`src/smsq_pkg.sv`:
```
package smsq_pkg;

   localparam int CFG_WIDTH = 24;
   localparam int CSR_INDEX_WIDTH = 3;
   localparam int COUNT_WIDTH = 16;
   localparam int RAMP_WIDTH = 4;

   // Register indexes on the configuration port.
   localparam logic [CSR_INDEX_WIDTH-1:0] CSR_EXCITE_TICKS = 3'd0;
   localparam logic [CSR_INDEX_WIDTH-1:0] CSR_DELAY_STEP0 = 3'd1;
   localparam logic [CSR_INDEX_WIDTH-1:0] CSR_DELAY_STEPS1TO2 = 3'd2;
   localparam logic [CSR_INDEX_WIDTH-1:0] CSR_DELAY_STEPS3TO5 = 3'd3;
   localparam logic [CSR_INDEX_WIDTH-1:0] CSR_DELAY_STEPS6TO9 = 3'd4;
   localparam logic [CSR_INDEX_WIDTH-1:0] CSR_CRUISE_DELAY = 3'd5;

   localparam logic [CFG_WIDTH-1:0] EXCITE_TICKS_RESET = 24'd1000;
   localparam logic [CFG_WIDTH-1:0] DELAY_RESET = 24'd0;
   localparam logic [CFG_WIDTH-1:0] CRUISE_DELAY_RESET = 24'd1;

   // Last ramp index of each pause band; the index saturates at RAMP_CRUISE.
   localparam logic [RAMP_WIDTH-1:0] RAMP_STEP0_LAST = 4'd0;
   localparam logic [RAMP_WIDTH-1:0] RAMP_BAND1_LAST = 4'd2;
   localparam logic [RAMP_WIDTH-1:0] RAMP_BAND2_LAST = 4'd5;
   localparam logic [RAMP_WIDTH-1:0] RAMP_BAND3_LAST = 4'd9;
   localparam logic [RAMP_WIDTH-1:0] RAMP_CRUISE = 4'd10;

   localparam logic REQ_TICK = 1'b0;
   localparam logic REQ_START = 1'b1;

   typedef enum logic [4:0] {
      ST_IDLE   = 5'b00001,
      ST_START  = 5'b00010,
      ST_EXCITE = 5'b00100,
      ST_PAUSE  = 5'b01000,
      ST_STOP   = 5'b10000
   } stage_type;

   typedef struct packed {
      logic [CFG_WIDTH-1:0] excite_ticks;
      logic [CFG_WIDTH-1:0] delay_step0;
      logic [CFG_WIDTH-1:0] delay_steps1to2;
      logic [CFG_WIDTH-1:0] delay_steps3to5;
      logic [CFG_WIDTH-1:0] delay_steps6to9;
      logic [CFG_WIDTH-1:0] cruise_delay;
   } cfg_type;

   typedef struct packed {
      logic a_phase;
      logic b_phase;
      logic windings_on;
      logic busy_res;
      logic cmd_rejected;
      logic move_done;
   } result_type;

endpackage

```
`src/smsq_ifs.sv`:
```
interface smsq_req_if;
   import smsq_pkg::*;
   logic                   valid;
   logic                   ready;
   logic                   req_type;
   logic [COUNT_WIDTH-1:0] step_count;

   modport source (output valid, output req_type, output step_count, input ready);
   modport sink (input valid, input req_type, input step_count, output ready);
endinterface

interface smsq_rsp_if;
   logic valid;
   logic ready;
   logic a_phase;
   logic b_phase;
   logic windings_on;
   logic busy_res;
   logic cmd_rejected;
   logic move_done;

   modport source (output valid, output a_phase, output b_phase, output windings_on,
                   output busy_res, output cmd_rejected, output move_done, input ready);
   modport sink (input valid, input a_phase, input b_phase, input windings_on,
                 input busy_res, input cmd_rejected, input move_done, output ready);
endinterface

interface smsq_csr_if;
   import smsq_pkg::*;
   logic                       valid;
   logic                       ready;
   logic [CSR_INDEX_WIDTH-1:0] reg_index;
   logic [CFG_WIDTH-1:0]       wr_data;

   modport source (output valid, output reg_index, output wr_data, input ready);
   modport sink (input valid, input reg_index, input wr_data, output ready);
endinterface

```
`src/smsq_csr_regs.sv`:
```
module smsq_csr_regs
   import smsq_pkg::*;
(
   input  logic                       clock,
   input  logic                       reset,
   input  logic                       wr_en,
   input  logic [CSR_INDEX_WIDTH-1:0] wr_index,
   input  logic [CFG_WIDTH-1:0]       wr_data,
   output cfg_type                    cfg
);

   cfg_type cfg_ff;
   cfg_type cfg_in;

   always_comb begin
      cfg_in = cfg_ff;
      if (wr_en) begin
         case (wr_index)
            CSR_EXCITE_TICKS:    cfg_in.excite_ticks = wr_data;
            CSR_DELAY_STEP0:     cfg_in.delay_step0 = wr_data;
            CSR_DELAY_STEPS1TO2: cfg_in.delay_steps1to2 = wr_data;
            CSR_DELAY_STEPS3TO5: cfg_in.delay_steps3to5 = wr_data;
            CSR_DELAY_STEPS6TO9: cfg_in.delay_steps6to9 = wr_data;
            CSR_CRUISE_DELAY:    cfg_in.cruise_delay = wr_data;
            default:             cfg_in = cfg_ff;
         endcase
      end
   end

   always_ff @(posedge clock) begin
      if (reset) begin
         cfg_ff.excite_ticks <= EXCITE_TICKS_RESET;
         cfg_ff.delay_step0 <= DELAY_RESET;
         cfg_ff.delay_steps1to2 <= DELAY_RESET;
         cfg_ff.delay_steps3to5 <= DELAY_RESET;
         cfg_ff.delay_steps6to9 <= DELAY_RESET;
         cfg_ff.cruise_delay <= CRUISE_DELAY_RESET;
      end else begin
         cfg_ff <= cfg_in;
      end
   end

   assign cfg = cfg_ff;

endmodule

```
`src/smsq_motion_ctrl.sv`:
```
module smsq_motion_ctrl
   import smsq_pkg::*;
#(
   parameter int TIMER_BITS = 24
)
(
   input  logic                   clock,
   input  logic                   reset,
   input  logic                   accept,
   input  logic                   req_type,
   input  logic [COUNT_WIDTH-1:0] step_count,
   input  cfg_type                cfg,
   output result_type             result
);

   stage_type              stage_ff, stage_in;
   logic [1:0]             phase_ff, phase_in;
   logic [COUNT_WIDTH-1:0] steps_left_ff, steps_left_in;
   logic [RAMP_WIDTH-1:0]  ramp_ff, ramp_in;
   logic                   forward_ff, forward_in;
   logic [TIMER_BITS-1:0]  timer_ff, timer_in;

   logic [TIMER_BITS-1:0]  excite_load;
   logic [TIMER_BITS-1:0]  pause_load;
   logic [TIMER_BITS-1:0]  timer_dec;
   logic [CFG_WIDTH-1:0]   pause_sel;
   logic [1:0]             phase_step;
   logic                   rejected;
   logic                   done;

   // Register values are zero-extended or truncated to the timer width.
   function automatic logic [TIMER_BITS-1:0] to_timer(input logic [CFG_WIDTH-1:0] v);
      logic [31:0] wide;
      wide = {{(32 - CFG_WIDTH){1'b0}}, v};
      return wide[TIMER_BITS-1:0];
   endfunction

   always_comb begin
      excite_load = to_timer(cfg.excite_ticks);
      if (excite_load == '0) begin
         excite_load = {{(TIMER_BITS - 1){1'b0}}, 1'b1};
      end

      if (ramp_ff == RAMP_STEP0_LAST) begin
         pause_sel = cfg.delay_step0;
      end else if (ramp_ff <= RAMP_BAND1_LAST) begin
         pause_sel = cfg.delay_steps1to2;
      end else if (ramp_ff <= RAMP_BAND2_LAST) begin
         pause_sel = cfg.delay_steps3to5;
      end else if (ramp_ff <= RAMP_BAND3_LAST) begin
         pause_sel = cfg.delay_steps6to9;
      end else begin
         pause_sel = cfg.cruise_delay;
      end
      pause_load = to_timer(pause_sel);

      // Gray sequence 00,01,11,10 on {b,a}; backward runs it in reverse.
      case ({forward_ff, phase_ff})
         3'b100:  phase_step = 2'b01;
         3'b101:  phase_step = 2'b11;
         3'b111:  phase_step = 2'b10;
         3'b110:  phase_step = 2'b00;
         3'b000:  phase_step = 2'b10;
         3'b010:  phase_step = 2'b11;
         3'b011:  phase_step = 2'b01;
         3'b001:  phase_step = 2'b00;
         default: phase_step = 2'b00;
      endcase

      timer_dec = (timer_ff != '0) ? timer_ff - 1'b1 : timer_ff;
   end

   always_comb begin
      stage_in = stage_ff;
      phase_in = phase_ff;
      steps_left_in = steps_left_ff;
      ramp_in = ramp_ff;
      forward_in = forward_ff;
      timer_in = timer_ff;
      rejected = 1'b0;
      done = 1'b0;

      if (accept) begin
         if (req_type == REQ_START) begin
            if (stage_ff != ST_IDLE) begin
               rejected = 1'b1;
            end else begin
               forward_in = ~step_count[COUNT_WIDTH-1];
               // The magnitude of the most negative count still fits unsigned.
               steps_left_in = step_count[COUNT_WIDTH-1] ? (~step_count + 1'b1) : step_count;
               ramp_in = '0;
               stage_in = ST_START;
               timer_in = excite_load;
            end
         end else if (stage_ff != ST_IDLE) begin
            timer_in = timer_dec;
            if (timer_dec == '0) begin
               case (stage_ff)
                  ST_EXCITE: begin
                     if (ramp_ff < RAMP_CRUISE) begin
                        ramp_in = ramp_ff + 1'b1;
                     end
                     if (steps_left_ff != '0) begin
                        steps_left_in = steps_left_ff - 1'b1;
                     end
                     if (pause_load != '0) begin
                        stage_in = ST_PAUSE;
                        timer_in = pause_load;
                     end else begin
                        timer_in = excite_load;
                        if (steps_left_in != '0) begin
                           phase_in = phase_step;
                           stage_in = ST_EXCITE;
                        end else begin
                           stage_in = ST_STOP;
                        end
                     end
                  end
                  ST_START, ST_PAUSE: begin
                     timer_in = excite_load;
                     if (steps_left_ff != '0) begin
                        phase_in = phase_step;
                        stage_in = ST_EXCITE;
                     end else begin
                        stage_in = ST_STOP;
                     end
                  end
                  ST_STOP: begin
                     stage_in = ST_IDLE;
                     done = 1'b1;
                  end
                  default: stage_in = ST_IDLE;
               endcase
            end
         end
      end
   end

   always_ff @(posedge clock) begin
      if (reset) begin
         stage_ff <= ST_IDLE;
         phase_ff <= 2'b00;
         steps_left_ff <= '0;
         ramp_ff <= '0;
         forward_ff <= 1'b1;
         timer_ff <= '0;
      end else begin
         stage_ff <= stage_in;
         phase_ff <= phase_in;
         steps_left_ff <= steps_left_in;
         ramp_ff <= ramp_in;
         forward_ff <= forward_in;
         timer_ff <= timer_in;
      end
   end

   always_comb begin
      result.a_phase = phase_in[0];
      result.b_phase = phase_in[1];
      result.windings_on = (stage_in == ST_START) || (stage_in == ST_EXCITE)
                           || (stage_in == ST_STOP);
      result.busy_res = (stage_in != ST_IDLE);
      result.cmd_rejected = rejected;
      result.move_done = done;
   end

   // An idle sequencer has always run its timer out.
   assert property (@(posedge clock) disable iff (reset)
      stage_ff == ST_IDLE |-> timer_ff == '0)
      else $error("timer not cleared while idle");

   assert property (@(posedge clock) disable iff (reset)
      ramp_ff <= RAMP_CRUISE)
      else $error("ramp index beyond saturation");

   // A move can only begin from an accepted start request.
   assert property (@(posedge clock) disable iff (reset)
      (stage_ff == ST_START) && !$past(stage_ff == ST_START)
      |-> $past(accept && req_type == REQ_START))
      else $error("move started without a start request");

   assert property (@(posedge clock) disable iff (reset)
      done |-> stage_ff == ST_STOP && accept)
      else $error("move done outside the final hold");

endmodule

```
`src/stepper_move_sequencer.sv`:
```
// Latency: a result is valid in the cycle after its request is accepted.
// Throughput: one request per cycle; a new request is taken whenever the
// result register is empty or its result is being taken in the same cycle.
// Reset (synchronous, active high) returns the sequencer to idle with phase 00,
// forward direction, cleared timer and the register defaults 1000,0,0,0,0,1.
module stepper_move_sequencer
   import smsq_pkg::*;
#(
   parameter int TIMER_BITS = 24
)
(
   input logic        clock,
   input logic        reset,
   smsq_req_if.sink   req_chan,
   smsq_rsp_if.source rsp_chan,
   smsq_csr_if.sink   csr_chan
);

   cfg_type    cfg;
   result_type result;
   result_type rsp_data_ff;
   logic       rsp_valid_ff, rsp_valid_in;
   logic       accept;

   assign req_chan.ready = !rsp_valid_ff || rsp_chan.ready;
   assign accept = req_chan.valid && req_chan.ready;
   assign csr_chan.ready = 1'b1;

   smsq_csr_regs u_csr_regs (
      .clock    (clock),
      .reset    (reset),
      .wr_en    (csr_chan.valid),
      .wr_index (csr_chan.reg_index),
      .wr_data  (csr_chan.wr_data),
      .cfg      (cfg)
   );

   smsq_motion_ctrl #(
      .TIMER_BITS (TIMER_BITS)
   ) u_motion_ctrl (
      .clock      (clock),
      .reset      (reset),
      .accept     (accept),
      .req_type   (req_chan.req_type),
      .step_count (req_chan.step_count),
      .cfg        (cfg),
      .result     (result)
   );

   always_comb begin
      rsp_valid_in = rsp_valid_ff;
      if (accept) begin
         rsp_valid_in = 1'b1;
      end else if (rsp_chan.ready) begin
         rsp_valid_in = 1'b0;
      end
   end

   always_ff @(posedge clock) begin
      if (reset) begin
         rsp_valid_ff <= 1'b0;
      end else begin
         rsp_valid_ff <= rsp_valid_in;
      end
   end

   always_ff @(posedge clock) begin
      if (accept) begin
         rsp_data_ff <= result;
      end
   end

   assign rsp_chan.valid = rsp_valid_ff;
   assign rsp_chan.a_phase = rsp_data_ff.a_phase;
   assign rsp_chan.b_phase = rsp_data_ff.b_phase;
   assign rsp_chan.windings_on = rsp_data_ff.windings_on;
   assign rsp_chan.busy_res = rsp_data_ff.busy_res;
   assign rsp_chan.cmd_rejected = rsp_data_ff.cmd_rejected;
   assign rsp_chan.move_done = rsp_data_ff.move_done;

   // A result that waits must not be overwritten by a new request.
   assert property (@(posedge clock) disable iff (reset)
      rsp_valid_ff && !rsp_chan.ready |-> !accept)
      else $error("request accepted over a stalled result");

   assert property (@(posedge clock) disable iff (reset)
      accept |=> rsp_valid_ff)
      else $error("accepted request produced no result");

   assert property (@(posedge clock) disable iff (reset)
      rsp_valid_ff && rsp_data_ff.move_done |-> !rsp_data_ff.busy_res)
      else $error("move done reported while still busy");

endmodule
```
`src/flat_wrapper.sv`:
```
// flat-port wrapper written by rule: the top's interface ports become plain ports
module stepper_move_sequencer_flat import smsq_pkg::*;
#(
   parameter int TIMER_BITS = 24
)
  (clock, reset, req_chan_valid, req_chan_req_type, req_chan_step_count, req_chan_ready, rsp_chan_valid, rsp_chan_a_phase, rsp_chan_b_phase, rsp_chan_windings_on, rsp_chan_busy_res, rsp_chan_cmd_rejected, rsp_chan_move_done, rsp_chan_ready, csr_chan_valid, csr_chan_reg_index, csr_chan_wr_data, csr_chan_ready);
  smsq_req_if req_chan_i ();
  smsq_rsp_if rsp_chan_i ();
  smsq_csr_if csr_chan_i ();
  input logic clock;
  input logic reset;
  input wire logic [$bits(req_chan_i.valid)-1:0] req_chan_valid;
  input wire logic [$bits(req_chan_i.req_type)-1:0] req_chan_req_type;
  input wire logic [$bits(req_chan_i.step_count)-1:0] req_chan_step_count;
  output wire logic [$bits(req_chan_i.ready)-1:0] req_chan_ready;
  output wire logic [$bits(rsp_chan_i.valid)-1:0] rsp_chan_valid;
  output wire logic [$bits(rsp_chan_i.a_phase)-1:0] rsp_chan_a_phase;
  output wire logic [$bits(rsp_chan_i.b_phase)-1:0] rsp_chan_b_phase;
  output wire logic [$bits(rsp_chan_i.windings_on)-1:0] rsp_chan_windings_on;
  output wire logic [$bits(rsp_chan_i.busy_res)-1:0] rsp_chan_busy_res;
  output wire logic [$bits(rsp_chan_i.cmd_rejected)-1:0] rsp_chan_cmd_rejected;
  output wire logic [$bits(rsp_chan_i.move_done)-1:0] rsp_chan_move_done;
  input wire logic [$bits(rsp_chan_i.ready)-1:0] rsp_chan_ready;
  input wire logic [$bits(csr_chan_i.valid)-1:0] csr_chan_valid;
  input wire logic [$bits(csr_chan_i.reg_index)-1:0] csr_chan_reg_index;
  input wire logic [$bits(csr_chan_i.wr_data)-1:0] csr_chan_wr_data;
  output wire logic [$bits(csr_chan_i.ready)-1:0] csr_chan_ready;
  assign req_chan_i.valid = req_chan_valid;
  assign req_chan_i.req_type = req_chan_req_type;
  assign req_chan_i.step_count = req_chan_step_count;
  assign req_chan_ready = req_chan_i.ready;
  assign rsp_chan_valid = rsp_chan_i.valid;
  assign rsp_chan_a_phase = rsp_chan_i.a_phase;
  assign rsp_chan_b_phase = rsp_chan_i.b_phase;
  assign rsp_chan_windings_on = rsp_chan_i.windings_on;
  assign rsp_chan_busy_res = rsp_chan_i.busy_res;
  assign rsp_chan_cmd_rejected = rsp_chan_i.cmd_rejected;
  assign rsp_chan_move_done = rsp_chan_i.move_done;
  assign rsp_chan_i.ready = rsp_chan_ready;
  assign csr_chan_i.valid = csr_chan_valid;
  assign csr_chan_i.reg_index = csr_chan_reg_index;
  assign csr_chan_i.wr_data = csr_chan_wr_data;
  assign csr_chan_ready = csr_chan_i.ready;
  stepper_move_sequencer #(.TIMER_BITS(TIMER_BITS)) u_core (.clock(clock), .reset(reset), .req_chan(req_chan_i), .rsp_chan(rsp_chan_i), .csr_chan(csr_chan_i));
endmodule
```
`config.mk`:
```
export PLATFORM = sky130hd
export DESIGN_NAME = stepper_move_sequencer_flat
export DESIGN_NICKNAME = d
export VERILOG_FILES = /design/src/smsq_pkg.sv /design/src/smsq_ifs.sv /design/src/smsq_csr_regs.sv /design/src/smsq_motion_ctrl.sv /design/src/stepper_move_sequencer.sv /design/src/flat_wrapper.sv
export SDC_FILE = /design/constraint.sdc
export NUM_CORES = 1
export LEC_CHECK = 0
export ABC_CLOCK_PERIOD_IN_PS = 4800
export BUFFER_PORTS_ARGS = -buffer_cell sky130_fd_sc_hd__clkbuf_2
export CORE_ASPECT_RATIO = 0.75
export CORE_MARGIN = 2
export CORE_UTILIZATION = 35
export DETAILED_ROUTE_END_ITERATION = 8
export SYNTH_ARGS = -nofsm -noshare
export SYNTH_HDL_FRONTEND = slang
export SYNTH_SLANG_ARGS = --single-unit
export TNS_END_PERCENT = 30
```
`constraint.sdc`:
```
create_clock -name clock -period 4.8 [get_ports clock]
set_input_delay 0.96 -clock clock [delete_from_list [all_inputs] [get_ports clock]]
set_output_delay 0.96 -clock clock [all_outputs]
set_load 0.005 [all_outputs]
```
==> metrics.md <==
| Metric | Value |
|---|---|
| Status | `finished, final reports clean` |
| Net Switching | `1.36 mW` |
| CTS buffer count | `22` |
| Main combinational cell family by area after synthesis | `simple AND/OR/NAND/NOR gates` |
| Ant diodes | `0` |
| WL/cell | `20.9 um` |
| Total GRT Usage | `0.240` |
| Die Height | `160 um` |
| Total power | `4.37 mW` |
| CTS tree | `built` |
| Antenna Nets Post-Route | `0` |
| Worst EP required | `5.03 ns` |
| Synth Area in Compound Gates | `0.250` |
| RD Place Congestion | `0.939` |
| Top cells by count, synth | `nand2_1, dfxtp_1, a21oi_1` |
| HPWL after DPL | `29200 um` |
| Worst-Margin Slew | `1.39 ns` |
| Fmax | `233 MHz` |
| Nets@finish | `1584` |
| Register area share after synthesis | `0.363` |
| Combinational Power Share | `0.197` |
| Max-Cap Viols | `0` |
| First-pass GRT wire length | `63900 um` |
| Post-Syn Nets | `1592` |
| Post-CTS Resized | `0` |
| I/O Buffers | `56` |
| Total gr overflow | `0` |
| CTS Buffer Depth | `3` |
| Post-CTS Setup Bufs | `0` |
| Clk Latency, worst-skew pair | `0.54 ns` |
| Setup violations, final | `0` |
| CP endpoint kind | `register` |
| Via count | `11800` |
| Most common cell in the netlist | `nand2_1` |
| Async set-reset flop share out of synthesis | `0` |
| YS warnings | `0` |
| Core area | `32200 um2` |
| PD cells | `346 nW/um2` |
| Hold Crit Class | `register to register` |
| H-Tree Depth | `1` |
| Pleak | `4.36 nW` |
| Row cnt | `57` |
| EDFF count, synth | `6` |
| Adder-cell share of the synthesized area | `0.00992` |
| Pint | `3.01 mW` |
| DRC Markers | `0` |
| Starting Density | `0.353` |
| Multiplexer share of the synthesized area | `0.00981` |
| Pre-antenna DRT Iters | `6` |
| Clock Sinks | `203` |
| Worst-path clk slew | `0.07 ns` |
| Final period utilization | `0.894` |
| RSZ-0062 raised after global routing | `no` |
| Clock Power Share | `0.384` |
| Largest fanout on the critical path | `8` |
| Root Driver | `clkbuf_16` |
| DIE AREA | `33900 um2` |
| Netlist cell types | `87` |
| Total Neg Setup Slack | `0 ns` |
| Cell taking the most area after synthesis | `dfxtp_1` |
| # hold bufs at CTS | `0` |
| Top Ports | `58` |
| Simple-Gate Fraction of Synth Area | `0.295` |
| Initial antenna violation count | `1` |
| Leading cell types by total area after synthesis | `dfxtp_1, nand2_1, a21oi_1, clkbuf_1, nor3_1` |
| Synth top area share | `0.348` |
| Layout area overhead | `11.6%` |
| Vias in the first global route | `10800` |
| Post-Syn Instances | `1534` |
| Sw frac | `0.312` |
| #FFs+latches synth | `203` |
| Synthesized area | `11300 um2` |
| Routed Wire Length | `41500 um` |
| Post-synthesis xor/xnor area fraction | `0.0193` |
| Peak supply drop | `0.211 mV` |
| Slew headroom | `0.0692` |
| Final hold violation count | `0` |
| Sequential Power Share | `0.419` |
| Clock skew | `0.0257 ns` |
| Critical path class | `register to register` |
| Crit path DAT | `4.53 ns` |
| Share of layout cells above drive strength 1 | `0.101` |
| Final min period | `4.29 ns` |
| Width of the die | `212 um` |
| Max-slew violation count | `0` |
| Post-synth top flop | `dfxtp_1` |
| Vias per Instance | `5.97` |
| Syn_area_per_cell | `7.40 um2` |
| Largest net degree at the start of global routing | `74` |
| Iteration-0 DRC Markers | `1501` |
| Startpoint type of the worst setup path | `register` |
[power groups by stage]
stage                     logic (mW)  clock network [mW]  registers (mW)
after floorplan                0.632                   0            1.82
after global placement         0.851                   0            1.86
after detailed placement       0.843                   0            1.86
after CTS                      0.848                1.70            1.83
after global routing           0.943                1.76            1.84
final                          0.863                1.68            1.83
[worst max-delay path, cell delays in order (launching register included)]
cell,delay (ns)
dfxtp_1,0.40
inv_1,0.09
ha_1,0.23
or3b_1,0.52
nor4_1,0.40
mux2_2,0.43
a211oi_1,0.25
nand3_2,0.21
or4_4,0.63
nor3_2,0.36
mux2i_1,0.32
nand4_1,0.14
[per-stage QoR]
stage          cell area, um2  hold WS, ns  cells  setup slack [ns]  utilization
2_1_floorplan           11300        0.431   1534              1.17            -
3_3_place_gp            12000        0.439   1944             0.613        0.372
3_5_place_dp            12000        0.446   1944             0.646        0.372
4_1_cts                 12700        0.455   1983             0.597        0.394
5_1_grt                 12700        0.469   1983             0.358        0.394
6_report                12700        0.454   1983             0.508        0.394
[final timing paths]
kind	startpoint	to	slack, ns	cells past startpoint
worst max-delay path	u_core.u_motion_ctrl.timer_ff[0]$_SDFFE_PP0P_	u_core.rsp_chan.busy_res$_DFFE_PP_	0.51	11
worst min-delay path	u_core.u_csr_regs.cfg[100]$_SDFFE_PP0P_	u_core.u_csr_regs.cfg[100]$_SDFFE_PP0P_	0.45	2
worst max register to register	u_core.u_motion_ctrl.timer_ff[0]$_SDFFE_PP0P_	u_core.rsp_chan.busy_res$_DFFE_PP_	0.51	11
worst min register to register	u_core.u_csr_regs.cfg[100]$_SDFFE_PP0P_	u_core.u_csr_regs.cfg[100]$_SDFFE_PP0P_	0.45	2
[cells in the final DEF (no fill, tap or decap), types with 9 or more instances in the layout]
cell       count
a41oi_1       10
clkbuf_16     22
nor3_1        66
nor4_1        27
a22oi_1        9
ha_1           9
nand2_1      369
xnor2_1       18
o32ai_1       15
a211oi_1      27
nor4bb_1      21
o21ai_0       53
or3_1         13
a31oi_1       10
buf_4         36
and3_1        13
nor2_1        73
inv_1         23
nand3_1       27
dfxtp_1      197
mux2i_1       10
nand4_1       11
a221oi_1      13
or4_1         11
clkbuf_2      55
a21oi_1      185
o31ai_1       23
[cell families (layout without fill, tap and decap cells)]
logic type      count (synthesis)  count (layout)
simple gates                  698             698
buf+inv                       147             154
mux                            11              11
xor+xnor                       25              25
compound gates                440             440
fa+ha+maj                       9               9
other cells                     1               1
flops                         203             203
[layer usage]
| metal | vias to the layer above | track usage | share of wire |
|---|---|---|---|
| met4 | 2 | 0.0653 | 0.024 |
| met3 | 84 | 0.0523 | 0.099 |
| met1 | 5648 | 0.368 | 0.47 |
| li1 | 5532 | - | - |
| met2 | 566 | 0.334 | 0.41 |
| met5 | - | 0 | 0.00019 |
[sequential cells by signal (all words and copies together) (netlist names)]
register / flops
u_core.rsp_chan.busy_res: 1
u_core.u_motion_ctrl.stage_ff: 5
u_core.rsp_chan.b_phase: 1
u_core.u_csr_regs.cfg: 144
u_core.rsp_chan.valid: 1
u_core.u_motion_ctrl.timer_ff: 24
u_core.u_motion_ctrl.steps_left_ff: 16
u_core.u_motion_ctrl.forward_ff: 1
u_core.rsp_chan.windings_on: 1
u_core.u_motion_ctrl.ramp_ff: 4
u_core.u_motion_ctrl.phase_ff: 2
u_core.rsp_chan.cmd_rejected: 1
u_core.rsp_chan.a_phase: 1
u_core.rsp_chan.move_done: 1
[area by class of cell]
class                      instances  area (um2)
timing repair buffer              92         557
clock inverter                     4        41.3
tap                              442         553
clock buffer                      35         659
multi-input combinational       1184        6640
inverter                          23        86.3
fill                            3322       19500
sequential                       203        4120
(Power assumes the default switching activity.)
